File: src/whm_pkg.sv
`default_nettype none
package whm_pkg;

   localparam int NUM_BINS = 256;
   localparam int SLOT_W   = $clog2(NUM_BINS);
   localparam int WGT_W    = 40;
   localparam int ACC_W    = WGT_W + SLOT_W;
   localparam int SUM_W    = ACC_W + SLOT_W;
   localparam int KEY_W    = 34;
   localparam int EXC_W    = WGT_W + 2;
   localparam int ALU_W    = 128;
   localparam int DEN_W    = 64;
   localparam int STEP_W   = $clog2(ALU_W) + 1;
   localparam int CNT_W    = $clog2(ALU_W);

   localparam logic [WGT_W-1:0] WGT_MAX = {WGT_W{1'b1}};

   localparam logic [1:0] FUNC_ADD    = 2'd0;
   localparam logic [1:0] FUNC_REPORT = 2'd1;
   localparam logic [1:0] FUNC_CLEAR  = 2'd2;

   localparam logic [1:0] STATUS_OK      = 2'd0;
   localparam logic [1:0] STATUS_DROPPED = 2'd1;
   localparam logic [1:0] STATUS_EMPTY   = 2'd2;
   localparam logic [1:0] STATUS_NO_DEN  = 2'd3;

   localparam logic CSR_BIN_WIDTH = 1'b0;
   localparam logic CSR_BIN_BASE  = 1'b1;

   typedef enum logic {
      ALU_MUL,
      ALU_DIV
   } alu_op_type;

   typedef struct packed {
      logic                    start;
      alu_op_type              op;
      logic signed [ALU_W-1:0] a;
      logic [DEN_W-1:0]        b;
      logic [STEP_W-1:0]       steps;
   } alu_req_type;

   typedef struct packed {
      logic             done;
      logic             neg;
      logic [ALU_W-1:0] q;
   } alu_rsp_type;

   typedef enum logic [3:0] {
      ST_IDLE,
      ST_ADD_DIV,
      ST_ADD_RD,
      ST_ADD_WR,
      ST_WALK_ADDR,
      ST_WALK_DATA,
      ST_MEAN_MUL1,
      ST_MEAN_MUL2,
      ST_MEAN_DIV,
      ST_MED_MUL1,
      ST_MED_MUL2,
      ST_MED_MUL3,
      ST_MED_DIV
   } state_type;

   function automatic logic signed [ALU_W-1:0] odd_centre(input logic signed [KEY_W-1:0] key);
      logic signed [KEY_W:0] odd;
      odd = {key, 1'b1};
      return {{(ALU_W-KEY_W-1){odd[KEY_W]}}, odd};
   endfunction

   function automatic logic [31:0] sat32(input logic [ALU_W-1:0] q, input logic neg);
      logic big;
      big = |q[ALU_W-1:32];
      if (neg) begin
         if (big || q[31:0] > 32'h8000_0000) begin
            return 32'h8000_0000;
         end
         return ~q[31:0] + 32'd1;
      end
      if (big || q[31]) begin
         return 32'h7FFF_FFFF;
      end
      return q[31:0];
   endfunction

endpackage
`default_nettype wire

File: src/whm_alu.sv
`default_nettype none
module whm_alu (
   input  wire logic                clock,
   input  wire logic                reset,
   input  wire whm_pkg::alu_req_type req,
   output      whm_pkg::alu_rsp_type rsp
);
   import whm_pkg::*;

   logic             busy_ff, busy_in;
   logic             done_ff, done_in;
   logic             neg_ff, neg_in;
   alu_op_type       op_ff, op_in;
   logic [CNT_W-1:0] cnt_ff, cnt_in;
   logic [ALU_W-1:0] x_ff, x_in;
   logic [ALU_W-1:0] acc_ff, acc_in;
   logic [DEN_W-1:0] b_ff, b_in;
   logic [DEN_W-1:0] rem_ff, rem_in;
   logic [DEN_W-1:0] rem_sh;
   logic [STEP_W-1:0] steps_m1;

   always_ff @(posedge clock) begin
      if (reset) begin
         busy_ff <= 1'b0;
         done_ff <= 1'b0;
      end else begin
         busy_ff <= busy_in;
         done_ff <= done_in;
      end
      neg_ff <= neg_in;
      op_ff  <= op_in;
      cnt_ff <= cnt_in;
      x_ff   <= x_in;
      acc_ff <= acc_in;
      b_ff   <= b_in;
      rem_ff <= rem_in;
   end

   always_comb begin
      busy_in  = busy_ff;
      done_in  = 1'b0;
      neg_in   = neg_ff;
      op_in    = op_ff;
      cnt_in   = cnt_ff;
      x_in     = x_ff;
      acc_in   = acc_ff;
      b_in     = b_ff;
      rem_in   = rem_ff;
      rem_sh   = {rem_ff[DEN_W-2:0], x_ff[ALU_W-1]};
      steps_m1 = req.steps - STEP_W'(1);
      if (req.start) begin
         busy_in = 1'b1;
         op_in   = req.op;
         cnt_in  = steps_m1[CNT_W-1:0];
         acc_in  = '0;
         rem_in  = '0;
         b_in    = req.b;
         neg_in  = (req.op == ALU_DIV) && req.a[ALU_W-1];
         x_in    = neg_in ? ALU_W'(-req.a) : ALU_W'(req.a);
      end else if (busy_ff) begin
         case (op_ff)
            ALU_MUL: begin
               if (b_ff[0]) begin
                  acc_in = acc_ff + x_ff;
               end
               x_in = {x_ff[ALU_W-2:0], 1'b0};
               b_in = {1'b0, b_ff[DEN_W-1:1]};
            end
            ALU_DIV: begin
               x_in = {x_ff[ALU_W-2:0], 1'b0};
               if (rem_sh >= b_ff) begin
                  rem_in = rem_sh - b_ff;
                  acc_in = {acc_ff[ALU_W-2:0], 1'b1};
               end else begin
                  rem_in = rem_sh;
                  acc_in = {acc_ff[ALU_W-2:0], 1'b0};
               end
            end
            default: begin
               acc_in = acc_ff;
            end
         endcase
         if (cnt_ff == '0) begin
            busy_in = 1'b0;
            done_in = 1'b1;
         end else begin
            cnt_in = cnt_ff - CNT_W'(1);
         end
      end
   end

   assign rsp.done = done_ff;
   assign rsp.neg  = neg_ff;
   assign rsp.q    = acc_ff;
endmodule
`default_nettype wire
File: config.mk
export PLATFORM = sky130hd
export DESIGN_NAME = whm_alu
export DESIGN_NICKNAME = d
export VERILOG_FILES = /design/src/whm_pkg.sv /design/src/whm_alu.sv
export SDC_FILE = /design/constraint.sdc
export NUM_CORES = 1
export LEC_CHECK = 0
export BUFFER_PORTS_ARGS = -buffer_cell sky130_fd_sc_hd__buf_2
export CAP_MARGIN = 10
export CORE_MARGIN = 2
export CORE_UTILIZATION = 25
export CTS_CLUSTER_DIAMETER = 150
export CTS_CLUSTER_SIZE = 25
export DETAILED_ROUTE_END_ITERATION = 12
export HOLD_SLACK_MARGIN = 0.02
export PLACE_DENSITY = 0.44
export SYNTH_ARGS = -nofsm -noshare
export SYNTH_HDL_FRONTEND = slang
export SYNTH_SLANG_ARGS = --single-unit
File: constraint.sdc
create_clock -name clock -period 8.8 [get_ports clock]
set_input_delay 0.88 -clock clock [delete_from_list [all_inputs] [get_ports clock]]
set_output_delay 0.88 -clock clock [all_outputs]
set_load 0.02 [all_outputs]
Yosys cells after proc, flatten, opt, wreduce, memory -nomap -nowiden
Cells that the tools add are included.
W data, S select, Z words.
Word-level totals
  register bits after elaboration: 394
  bits of input ports: 204
  output and inout bits: 130
Cells by class
  $add $sub $neg: 5
  order comparisons: 1
  equality and inequality tests: 3
  mux-type cells: 17
  bitwise gates (word level): 2
  reduce and logical (&&, ||, !) cells: 8
Operator list (number)
  $mux W128: 4
  $pmux W128 S2: 1
  $mux W64: 3
  $add A128 B128 Y128: 1
  $neg A128 Y128: 1
  $ge A64 B64 Y1: 1
  $mux W63: 1
  $sub A63 B63 Y63: 1
  $mux W7: 3
  $sub A7 B1 Y7 const B: 2
  $reduce_and A2 Y1: 4
  $logic_not A7 Y1: 1
  $ne A2 B2 Y1 const B: 3
  $mux W1: 5
  $reduce_or A3 Y1: 1
  $not A1 Y1: 2
  $reduce_bool A2 Y1: 1
  $logic_and A1 B1 Y1: 1

Depth between registers and ports, before layout
Gate-level depths: netlist of the first run.
  depth after elaboration: 4
  depth in mapped cells: 17

Least setup slack after synthesis of the first run
OpenSTA, ideal clock, no wires.
  kind: input port to flip-flop
  start: input req[96] (netlist bit)
  end: register x_ff[111] (data pin)
  setup time: 0.270 ns
  arrival: 3.612 ns
  data required time: 8.530 ns
  setup slack: 4.918 ns
  stages on the path: 13
  buffers on the path: 1
  cell sequence: or2_1 nand2b_4 or4_4 or4b_4 nor4_4 nand4_2 or2_1 buf_6 nor2_8 nand2_4 o21ai_2 xor2_1 a21oi_1
On the way
  longest elaborated chain between the ends: 3
RTL lines
  from (decl): line whm_alu.sv:5  | input wire whm_pkg::alu_req_type req,
  $neg A128 Y128: line whm_alu.sv:59  | x_in = neg_in ? ALU_W'(-req.a) : ALU_W'(req.a);
  $mux W128: line whm_alu.sv:59
  $mux W128: line whm_alu.sv:51  | if (req.start) begin
  via x_in[111]: line whm_alu.sv:15  | logic [ALU_W-1:0] x_ff, x_in;
  to (signal assigned): line whm_alu.sv:33  | x_ff <= x_in;
  to (decl): line whm_alu.sv:15
The timed path passes the listed nets, and every way through them passes these cells.
A chain may end at the register's enable or synchronous reset.

Final worst setup path of the first run
  start: register x_ff[39]
  end: register acc_ff[120]
On the way
  longest elaborated chain between the ends: 3
RTL lines
  $add A128 B128 Y128: line whm_alu.sv:64  | acc_in = acc_ff + x_ff;
  $mux W128: line whm_alu.sv:63  | if (b_ff[0]) begin
  $pmux W128 S2: line whm_alu.sv:61  | case (op_ff)
  to (signal assigned): line whm_alu.sv:34  | acc_ff <= acc_in;
  to (decl): line whm_alu.sv:16  | logic [ALU_W-1:0] acc_ff, acc_in;
Every way passes these cells. The select of a mux whose other input is x is not followed.

==> results of run 1 <==
[area by class of cell]
type | count | area (µm²) | share of cell area, %
Inverter | 141 | 529 | 1.47
Clock inverter | 8 | 73.8 | 0.206
Antenna cell | 2 | 5.00 | 0.0139
Clock buffer | 30 | 581 | 1.62
Timing Repair Buffer | 361 | 1910 | 5.33
Sequential cell | 394 | 9900 | 27.6
Multi-Input combinational cell | 3325 | 20800 | 58.0
Tap cell | 1662 | 2080 | 5.79
[where the power goes]
part	leakage [nW]	internal [W]	switching, W
clock	0.323	0.000482	0.000731
combinational	10.2	0.000861	0.00156
sequential	3.58	0.00214	0.000170
[flip-flops by register name (all words and copies together), names as in the netlist]
register / flops
x_ff: 128
neg_ff: 1
busy_ff: 1
cnt_ff: 7
done_ff: 1
rem_ff: 63
b_ff: 64
acc_ff: 128
op_ff: 1
[kinds of logic (layout without fill, tap and decap cells)]
kind of cell / Yosys count / in the layout / share of synthesized area [%]
flip-flops: 394 / 394 / 30.7
buffers and inverters: 409 / 540 / 4.84
XOR/XNOR: 302 / 302 / 8.20
AO/OA/AOI/OAI: 1393 / 1393 / 26.9
adder cells (fa/ha/maj): 195 / 195 / 7.61
AND/OR/NAND/NOR: 1361 / 1361 / 19.3
multiplexers: 74 / 74 / 2.39
other: 0 / 2 / 0
[worst reg2reg max path, cell delays in order, from the launching register on]
cell and delay, ns:
sky130_fd_sc_hd__edfxtp_1 0.45, sky130_fd_sc_hd__ha_1 0.46, sky130_fd_sc_hd__and4_1 0.29, sky130_fd_sc_hd__nand4_1 0.29
sky130_fd_sc_hd__nor4b_1 0.65, sky130_fd_sc_hd__o311ai_0 0.45, sky130_fd_sc_hd__nand4_1 0.20, sky130_fd_sc_hd__and2_1 0.31
sky130_fd_sc_hd__a21o_1 0.24, sky130_fd_sc_hd__a221o_1 0.26, sky130_fd_sc_hd__nor3b_1 0.74, sky130_fd_sc_hd__a21oi_1 0.26
sky130_fd_sc_hd__xor2_1 0.21, sky130_fd_sc_hd__a221oi_1 0.28
[metal layers]
layer  vias to the layer above  part of all wire [%]  track usage [%]
met1                     14600                    46             24.1
met5                         -                 0.010                0
met3                       115                   6.2             4.09
met2                       653                    46             30.6
met4                         2                   2.1             3.48
li1                      15300                     -                -
[final timing paths]
check / endpoint / depth (start not counted)
min reg2reg: rem_ff[6]$_SDFFE_PP0P_ / 2
min: busy_ff$_SDFF_PP0_ / 2
max reg2reg: acc_ff[120]$_SDFFE_PP0P_ / 13
max: acc_ff[120]$_SDFFE_PP0P_ / 13
[per-stage QoR]
| stage | total power, W | utilization (%) |
|---|---|---|
| after floorplan | 0.00397 | - |
| after global placement | 0.00477 | 27.6 |
| after detailed placement | 0.00476 | 27.6 |
| after CTS | 0.00602 | 28.1 |
| after global routing | 0.00633 | 28.1 |
| final | 0.00595 | 28.1 |
[cells in the mapped netlist (all sizes together), types with 16 or more instances]
library cell	number
a311oi	23
mux2i	49
o41ai	20
o21a	38
o21bai	61
inv	141
nor2	456
nor2b	17
edfxtp	201
or3	41
a211oi	92
buf	31
o211ai	57
o21ai	332
mux2	25
a31oi	43
nand2b	22
nand4	104
xor2	119
a21oi	452
clkbuf	237
a21boi	22
or2	16
nand3	59
a221oi	25
o31ai	31
nand2	445
nor3	91
nor4	36
a21o	128
xnor2	183
and2	22
ha	193
dfxtp	193
[cell usage in the layout, fill, tap and decap left out, types with 19 or more instances in the layout]
cell                        instances
sky130_fd_sc_hd__nand2_1          442
sky130_fd_sc_hd__clkbuf_16         22
sky130_fd_sc_hd__inv_1            140
sky130_fd_sc_hd__edfxtp_1         201
sky130_fd_sc_hd__o21a_1            37
sky130_fd_sc_hd__o31ai_1           30
sky130_fd_sc_hd__ha_1             193
sky130_fd_sc_hd__o211ai_1          57
sky130_fd_sc_hd__and2_1            20
sky130_fd_sc_hd__a21o_1           127
sky130_fd_sc_hd__a21oi_1          452
sky130_fd_sc_hd__a311oi_1          23
sky130_fd_sc_hd__xor2_1           119
sky130_fd_sc_hd__nor3_1            89
sky130_fd_sc_hd__a21boi_0          19
sky130_fd_sc_hd__nand4_1          103
sky130_fd_sc_hd__a221oi_1          25
sky130_fd_sc_hd__a211oi_1          92
sky130_fd_sc_hd__mux2_2            25
sky130_fd_sc_hd__xnor2_1          183
sky130_fd_sc_hd__buf_2            331
sky130_fd_sc_hd__o21ai_0          322
sky130_fd_sc_hd__nand3_1           58
sky130_fd_sc_hd__o21bai_1          61
sky130_fd_sc_hd__dfxtp_1          193
sky130_fd_sc_hd__or3_1             41
sky130_fd_sc_hd__mux2i_1           49
sky130_fd_sc_hd__nor4_1            34
sky130_fd_sc_hd__a31oi_1           43
sky130_fd_sc_hd__nor2_1           453
sky130_fd_sc_hd__buf_4             27
sky130_fd_sc_hd__nand2b_1          21
==> tab_implementation.tex, run 1 <==
\begin{tabular}{lr}
\hline
Metric & Value \\
\hline
\multicolumn{2}{l}{\textbf{CTS}} \\
\quad Hold buffer count at CTS & 0 \\
\quad Clock Pin Slew Worst Setup and Hold Paths & roughly 0.11 ns \\
\quad Setup Buffers After CTS & 0 \\
\quad Clock Sink Count & $\sim$400 \\
\quad Cell at the root of the clock tree & sky130\_fd\_sc\_hd\_\_clkbuf\_16 \\
\quad Htree depth & 1 \\
\quad CTS buffer count & 21 \\
\quad Number of buffers on the longest clock path & 3 \\
\quad CTS tree & built \\
\quad Clock latency on the worst-skew pair & 0.63 ns \\
\quad Quantity of gates resized following cts & 0 \\
\multicolumn{2}{l}{\textbf{Worst setup path}} \\
\quad Most frequent CP cell & sky130\_fd\_sc\_hd\_\_nand4\_1 \\
\quad Endpoint required time on the critical path & 9.31 ns \\
\quad Worst setup EP type & register \\
\quad Reg-to-Reg Start & x\_ff[39]\$\_DFFE\_PP\_ \\
\quad Reg2reg setup slack & 3.58 ns \\
\quad Cell family with most CP delay & simple AND/OR/NAND/NOR gates \\
\quad Startpoint class of the critical path & register \\
\quad Startpoint-to-endpoint class of the critical path & reg -> reg \\
\quad CP startpoint & x\_ff[39]\$\_DFFE\_PP\_ \\
\quad Largest incremental delay on the critical path & around 0.74 ns \\
\quad Maximum fanout encountered on the critical timing path & 9 \\
\quad CP max stage cell & sky130\_fd\_sc\_hd\_\_nor3b\_1 \\
\quad Buf/Inv on CP & 0 \\
\quad WP data arrival & 5.72 ns \\
\quad List of cells traversed by the critical path & ha\_1, and4\_1, nand4\_1, nor4b\_1, o311ai\_0, nand4\_1, and2\_1, a21o\_1, a221o\_1, nor3b\_1, a21oi\_1, xor2\_1, a221oi\_1 \\
\multicolumn{2}{l}{\textbf{Timing}} \\
\quad Setup-failing EPs final & 0 \\
\quad Worst path setup slack after routing & $\sim$3.6 ns \\
\quad Final max-slew violation count & 0 \\
\quad Slew HR & a little over a tenth \\
\quad Final hold slack & between 0.4 and 0.5 ns \\
\quad Transition time of the tightest slew-check pin & 1.33 ns \\
\quad Fmax & $\sim$0.19 GHz \\
\quad RSZ-0062 raised after global routing & no \\
\quad Minimum clock period after layout & 5.22 ns \\
\quad Final setup TNS & 0 ns \\
\quad Post-route clock period utilization & around 59\% \\
\quad Final-report hold violation count & 0 \\
\quad Clock tree skew after final layout & about 0.054 ns \\
\multicolumn{2}{l}{\textbf{Power and ir drop}} \\
\quad Leakage power summed over all cells & 14.1 nW \\
\quad Worst voltage drop across the vdd grid & 0.000117 V \\
\quad Power density relative to cell area & around 170 nW/µm² \\
\multicolumn{2}{l}{\textbf{GRT}} \\
\quad Total congestion overflow after global routing & 0 \\
\quad Global-route wire length before repair & $\sim$190000 µm \\
\quad Maximum number of pins on one net before global-route repair & 176 \\
\quad Global-route total usage across every layer & 18.3\% \\
\quad Number of global-route vias before repair & just under 30000 \\
\quad Number of antenna violations at the first check in global routing & 12 \\
\multicolumn{2}{l}{\textbf{Finish}} \\
\quad Final Non-Filler Cells & around 6000 \\
\quad Number of fill cells & 14200 \\
\quad Post-route cell area & about 36000 µm² \\
\quad Final layout net count & 4643 \\
\quad Share of post-route cells with drive strength above 1 & $\sim$11\% \\
\quad Area growth from synthesis to layout & 11.4\% \\
\multicolumn{2}{l}{\textbf{Die}} \\
\quad Area of the die & 132000 µm² \\
\quad Number of placement rows & approximately 130 \\
\quad I/O Pins & approximately 330 \\
\quad Initial core utilization & 25.2\% \\
\quad Height of the die & roughly 360 µm \\
\quad Area of the core & 128000 µm² \\
\quad Overall die width & 363 µm \\
\multicolumn{2}{l}{\textbf{Status}} \\
\quad Run status & finished, final reports clean \\
\multicolumn{2}{l}{\textbf{Route}} \\
\quad Vias & roughly 30000 \\
\quad Number of violations reported at the end of detailed-routing iteration 0 & around 2000 \\
\quad First-pass DRT Iterations & 5 \\
\quad Aggregate routed wire length & $\sim$130000 µm \\
\quad Detail-routed net length per standard cell & between 20 and 25 µm \\
\quad Via count normalized by instance count & 5.17 \\
\quad Number of remaining DRC errors & 0 \\
\quad Antenna Violating Nets Remaining & 0 \\
\multicolumn{2}{l}{\textbf{Placement}} \\
\quad Count of input and output buffers & between 300 and 400 \\
\quad Placement Cell Area & between 30000 and 40000 µm² \\
\quad Dpl hpwl & 97700 µm \\
\quad Cell Count Post-Placement & 5883 \\
\quad GPL Wtd Cong & 0.948 \\
\quad Pre-CTS worst setup slack & 3.36 ns \\
\multicolumn{2}{l}{\textbf{Synthesis}} \\
\quad Mapped Cells & a little over 4000 \\
\quad Ys Warns & 0 \\
\quad Library cell with the largest summed area after synthesis & sky130\_fd\_sc\_hd\_\_edfxtp\_1 \\
\quad Ys async rst share & 0\% \\
\quad Number of synthesized flops with an enable pin & 201 \\
\quad Part of the Yosys area used for sequential elements & between 30\% and 40\% \\
\quad Post-Syn Area per Cell & between 7 and 8 µm² \\
\quad Syn Nets & 4527 \\
\quad Seq cells post-synth & slightly below 400 \\
\quad Dominant cells by area after synthesis & sky130\_fd\_sc\_hd\_\_edfxtp\_1 (19\%), sky130\_fd\_sc\_hd\_\_dfxtp\_1 (12\%), sky130\_fd\_sc\_hd\_\_ha\_1 (7.5\%) \\
\quad Area share of the leading cell type in the synthesized netlist & a little under a fifth \\
\quad Post-synthesis cell type count & 86 \\
\quad Synth Flop Type & sky130\_fd\_sc\_hd\_\_edfxtp\_1 \\
\quad Netlist area before placement & about 32000 µm² \\
\multicolumn{2}{l}{\textbf{Hold path}} \\
\quad Type of the tightest min-delay check & in -> reg \\
\quad Launch point of the worst hold path & reset \\
\multicolumn{2}{l}{\textbf{Job}} \\
\quad Number of max-cap violations & 0 \\
\hline
\end{tabular}
Note: power is estimated with default switching activity, not from simulation.
==> inputs of run 2 (changes only) <==
==> constraint.sdc (replaced) <==
create_clock -name clock -period 5 [get_ports clock]
set_input_delay 0.5 -clock clock [delete_from_list [all_inputs] [get_ports clock]]
set_output_delay 0.5 -clock clock [all_outputs]
set_load 0.02 [all_outputs]
==> run 2 against run 1 <==
Sequential cell count is the same; critical path depth rose by 2; non-clock buffer count rose by 41; die area is the same; fmax is 13% higher; global-route usage is 0.22 points higher; utilization increased by 0.28 points; sequential power up 76%; critical path type unchanged; largest cell class unchanged; largest power group unchanged.
==> tab_implementation.tex, run 2 (synthesis gave the netlist of run 1 again) <==
\begin{tabular}{lr}
\hline
Metric & Value \\
\hline
\multicolumn{2}{l}{\textbf{CTS}} \\
\quad Htree depth & 1 (unchanged) \\
\quad Setup Buffers After CTS & 0 (unchanged) \\
\quad Quantity of gates resized following cts & 0 (unchanged) \\
\quad CTS tree & built \\
\quad Clock Sink Count & 394 (unchanged) \\
\quad Clock latency on the worst-skew pair & 0.61 ns (-0.02 ns) \\
\quad Cell at the root of the clock tree & sky130\_fd\_sc\_hd\_\_clkbuf\_16 \\
\quad CTS buffer count & 21 (unchanged) \\
\quad Number of buffers on the longest clock path & 3 (unchanged) \\
\quad Clock Pin Slew Worst Setup and Hold Paths & 0.11 ns (about the same) \\
\quad Hold buffer count at CTS & 0 (unchanged) \\
\multicolumn{2}{l}{\textbf{Timing}} \\
\quad Final max-slew violation count & 0 (unchanged) \\
\quad Setup-failing EPs final & 0 (unchanged) \\
\quad Slew HR & 29.0\% (+19 points) \\
\quad Post-route clock period utilization & 92.4\% (+33 points) \\
\quad Final-report hold violation count & 0 (unchanged) \\
\quad Transition time of the tightest slew-check pin & 1.06 ns (-0.269 ns) \\
\quad Final hold slack & 0.0683 ns (-0.372 ns) \\
\quad Minimum clock period after layout & 4.62 ns (-0.601 ns) \\
\quad Final setup TNS & 0 ns (unchanged) \\
\quad Clock tree skew after final layout & 0.0344 ns (-0.0199 ns) \\
\quad RSZ-0062 raised after global routing & no \\
\quad Fmax & 0.217 GHz (+13\%) \\
\multicolumn{2}{l}{\textbf{Die}} \\
\quad Area of the core & 128000 µm² (unchanged) \\
\quad Number of placement rows & 131 (unchanged) \\
\quad Height of the die & 363 µm (unchanged) \\
\quad I/O Pins & 334 (unchanged) \\
\quad Initial core utilization & 25.2\% (unchanged) \\
\quad Area of the die & 132000 µm² (unchanged) \\
\quad Overall die width & 363 µm (unchanged) \\
\multicolumn{2}{l}{\textbf{Route}} \\
\quad Antenna Violating Nets Remaining & 0 (unchanged) \\
\quad Aggregate routed wire length & 127000 µm (+0.50\%) \\
\quad Detail-routed net length per standard cell & 21.3 µm (-0.15\%) \\
\quad Vias & 31000 (+1.1\%) \\
\quad Number of remaining DRC errors & 0 (unchanged) \\
\quad Number of violations reported at the end of detailed-routing iteration 0 & 2203 (+7.9\%) \\
\quad Via count normalized by instance count & 5.19 (+0.42\%) \\
\quad First-pass DRT Iterations & 6 (+1) \\
\multicolumn{2}{l}{\textbf{Finish}} \\
\quad Number of fill cells & 14100 (-0.42\%) \\
\quad Share of post-route cells with drive strength above 1 & 11.9\% (+0.85 points) \\
\quad Combined area of the multi-input logic cells & 20800 µm² (unchanged) \\
\quad Leading cell types in the layout, fill and taps excluded & sky130\_fd\_sc\_hd\_\_nor2\_1 (453), sky130\_fd\_sc\_hd\_\_a21oi\_1 (452), sky130\_fd\_sc\_hd\_\_nand2\_1 (442), sky130\_fd\_sc\_hd\_\_buf\_2 (331), sky130\_fd\_sc\_hd\_\_o21ai\_0 (322) \\
\quad Final Non-Filler Cells & 5962 (+0.66\%) \\
\quad Sequential Area & 9900 µm² (unchanged) \\
\quad Most common cell after layout, fill and taps aside & sky130\_fd\_sc\_hd\_\_nor2\_1 \\
\quad Post-route cell area & 36300 µm² (+0.99\%) \\
\quad Final layout net count & 4684 (+0.88\%) \\
\quad Area growth from synthesis to layout & 12.5\% \\
\quad Leading registers by flop count & acc\_ff x128, x\_ff x128, b\_ff x64 \\
\multicolumn{2}{l}{\textbf{Placement}} \\
\quad GPL Wtd Cong & 0.903 (-4.7\%) \\
\quad Placement Cell Area & 35600 µm² (+1.0\%) \\
\quad Count of input and output buffers & 332 (unchanged) \\
\quad Cell Count Post-Placement & 5924 (+0.70\%) \\
\quad Dpl hpwl & 99200 µm (+1.5\%) \\
\multicolumn{2}{l}{\textbf{Status}} \\
\quad Run status & finished, final reports clean \\
\multicolumn{2}{l}{\textbf{GRT}} \\
\quad Global-route total usage across every layer & 18.5\% (+0.22 points) \\
\quad Total congestion overflow after global routing & 0 (unchanged) \\
\quad Number of antenna violations at the first check in global routing & 5 (-7) \\
\quad Maximum number of pins on one net before global-route repair & 161 (-8.5\%) \\
\quad Global-route wire length before repair & 190000 µm (+1.1\%) \\
\quad Number of global-route vias before repair & 30000 (+0.60\%) \\
\multicolumn{2}{l}{\textbf{Power and ir drop}} \\
\quad Worst voltage drop across the vdd grid & 0.000235 V (+100\%) \\
\quad Power density relative to cell area & 289 nW/µm² (+75\%) \\
\quad Leakage power summed over all cells & 14.3 nW (+1.5\%) \\
\multicolumn{2}{l}{\textbf{Worst setup path}} \\
\quad Number of cells on the worst reg-to-reg path & 15 (+2) \\
\quad Reg-to-Reg Start & acc\_ff[0]\$\_SDFFE\_PP0P\_ \\
\quad Startpoint-to-endpoint class of the critical path & reg -> reg \\
\quad Reg2reg setup slack & 0.38 ns (-3.20 ns) \\
\quad WP data arrival & 5.05 ns (-0.67 ns) \\
\quad Endpoint required time on the critical path & 5.43 ns (-3.88 ns) \\
\quad Worst setup EP type & register \\
\quad Worst reg2reg endpoint & acc\_ff[118]\$\_SDFFE\_PP0P\_ \\
\quad Maximum fanout encountered on the critical timing path & 4 (-5) \\
\quad Startpoint class of the critical path & register \\
\multicolumn{2}{l}{\textbf{Job}} \\
\quad Number of max-cap violations & 0 (unchanged) \\
\multicolumn{2}{l}{\textbf{Hold path}} \\
\quad Launch point of the worst hold path & reset \\
\quad Type of the tightest min-delay check & in -> reg \\
\quad Worst-case hold path end point & busy\_ff\$\_SDFF\_PP0\_ \\
\quad Cell depth of the worst min-delay path & 2 (unchanged) \\
\hline
\end{tabular}
-- run 2: cell type report --
cell class	count	area share, %
Antenna cell	1	0.00690
Clock buffer	31	1.62
Sequential cell	394	27.3
Multi-Input combinational cell	3325	57.4
Timing Repair Buffer	402	6.26
Clock inverter	6	0.186
Tap cell	1662	5.73
Inverter	141	1.46
-- run 2: critical path, cell delays in order (launching register included) --
cell,delay [ns]
sky130_fd_sc_hd__dfxtp_1,0.40
sky130_fd_sc_hd__ha_1,0.20
sky130_fd_sc_hd__fa_1,0.22
sky130_fd_sc_hd__a21o_1,0.16
sky130_fd_sc_hd__a31oi_1,0.09
sky130_fd_sc_hd__buf_4,0.16
sky130_fd_sc_hd__nand3b_1,0.19
sky130_fd_sc_hd__a31oi_1,0.40
sky130_fd_sc_hd__and3_1,0.27
sky130_fd_sc_hd__or2_2,0.18
sky130_fd_sc_hd__a21o_1,0.32
sky130_fd_sc_hd__a21boi_2,0.19
sky130_fd_sc_hd__o31ai_1,0.90
sky130_fd_sc_hd__a31oi_1,0.33
sky130_fd_sc_hd__xnor2_1,0.32
sky130_fd_sc_hd__a211oi_1,0.11
-- run 2: worst max path at each step --
stage	slack [ns]	end	start	depth (start not counted)
6_report	0.38	acc_ff[118]$_SDFFE_PP0P_	acc_ff[0]$_SDFFE_PP0P_	15
5_1_grt	0.11	acc_ff[124]$_SDFFE_PP0P_	x_ff[0]$_SDFFCE_PN0P_	16
4_1_cts	0.32	acc_ff[124]$_SDFFE_PP0P_	x_ff[0]$_SDFFCE_PN0P_	16
3_5_place_dp	0.40	acc_ff[116]$_SDFFE_PP0P_	x_ff[0]$_SDFFCE_PN0P_	16
3_3_place_gp	0.39	acc_ff[124]$_SDFFE_PP0P_	x_ff[0]$_SDFFCE_PN0P_	16
2_1_floorplan	1.37	acc_ff[104]$_SDFFE_PP0P_	acc_ff[0]$_SDFFE_PP0P_	14
-- run 2: metrics by stage --
stage	utilization, %	total power [W]	worst slack (ns)
floorplan	-	0.00699	1.37
global placement	27.9	0.00845	0.393
detailed placement	27.9	0.00843	0.399
CTS	28.4	0.0106	0.316
global route	28.4	0.0112	0.107
finish	28.4	0.0105	0.382
-- run 2: per-layer routing --
layer | vias up | global-route usage [%] | wire length [µm]
li1 | 15400 | - | -
met1 | 14800 | 24.6 | 57300
met2 | 672 | 30.9 | 59000
met3 | 92 | 4.12 | 8150
met4 | 4 | 3.34 | 2420
met5 | - | 0 | 24
-- run 2: power breakdown --
part           internal, W  leakage, nW  switching, W
clock network     0.000852        0.318       0.00126
logic              0.00155         10.4       0.00276
registers          0.00377         3.58      0.000293
total              0.00618         14.3       0.00432
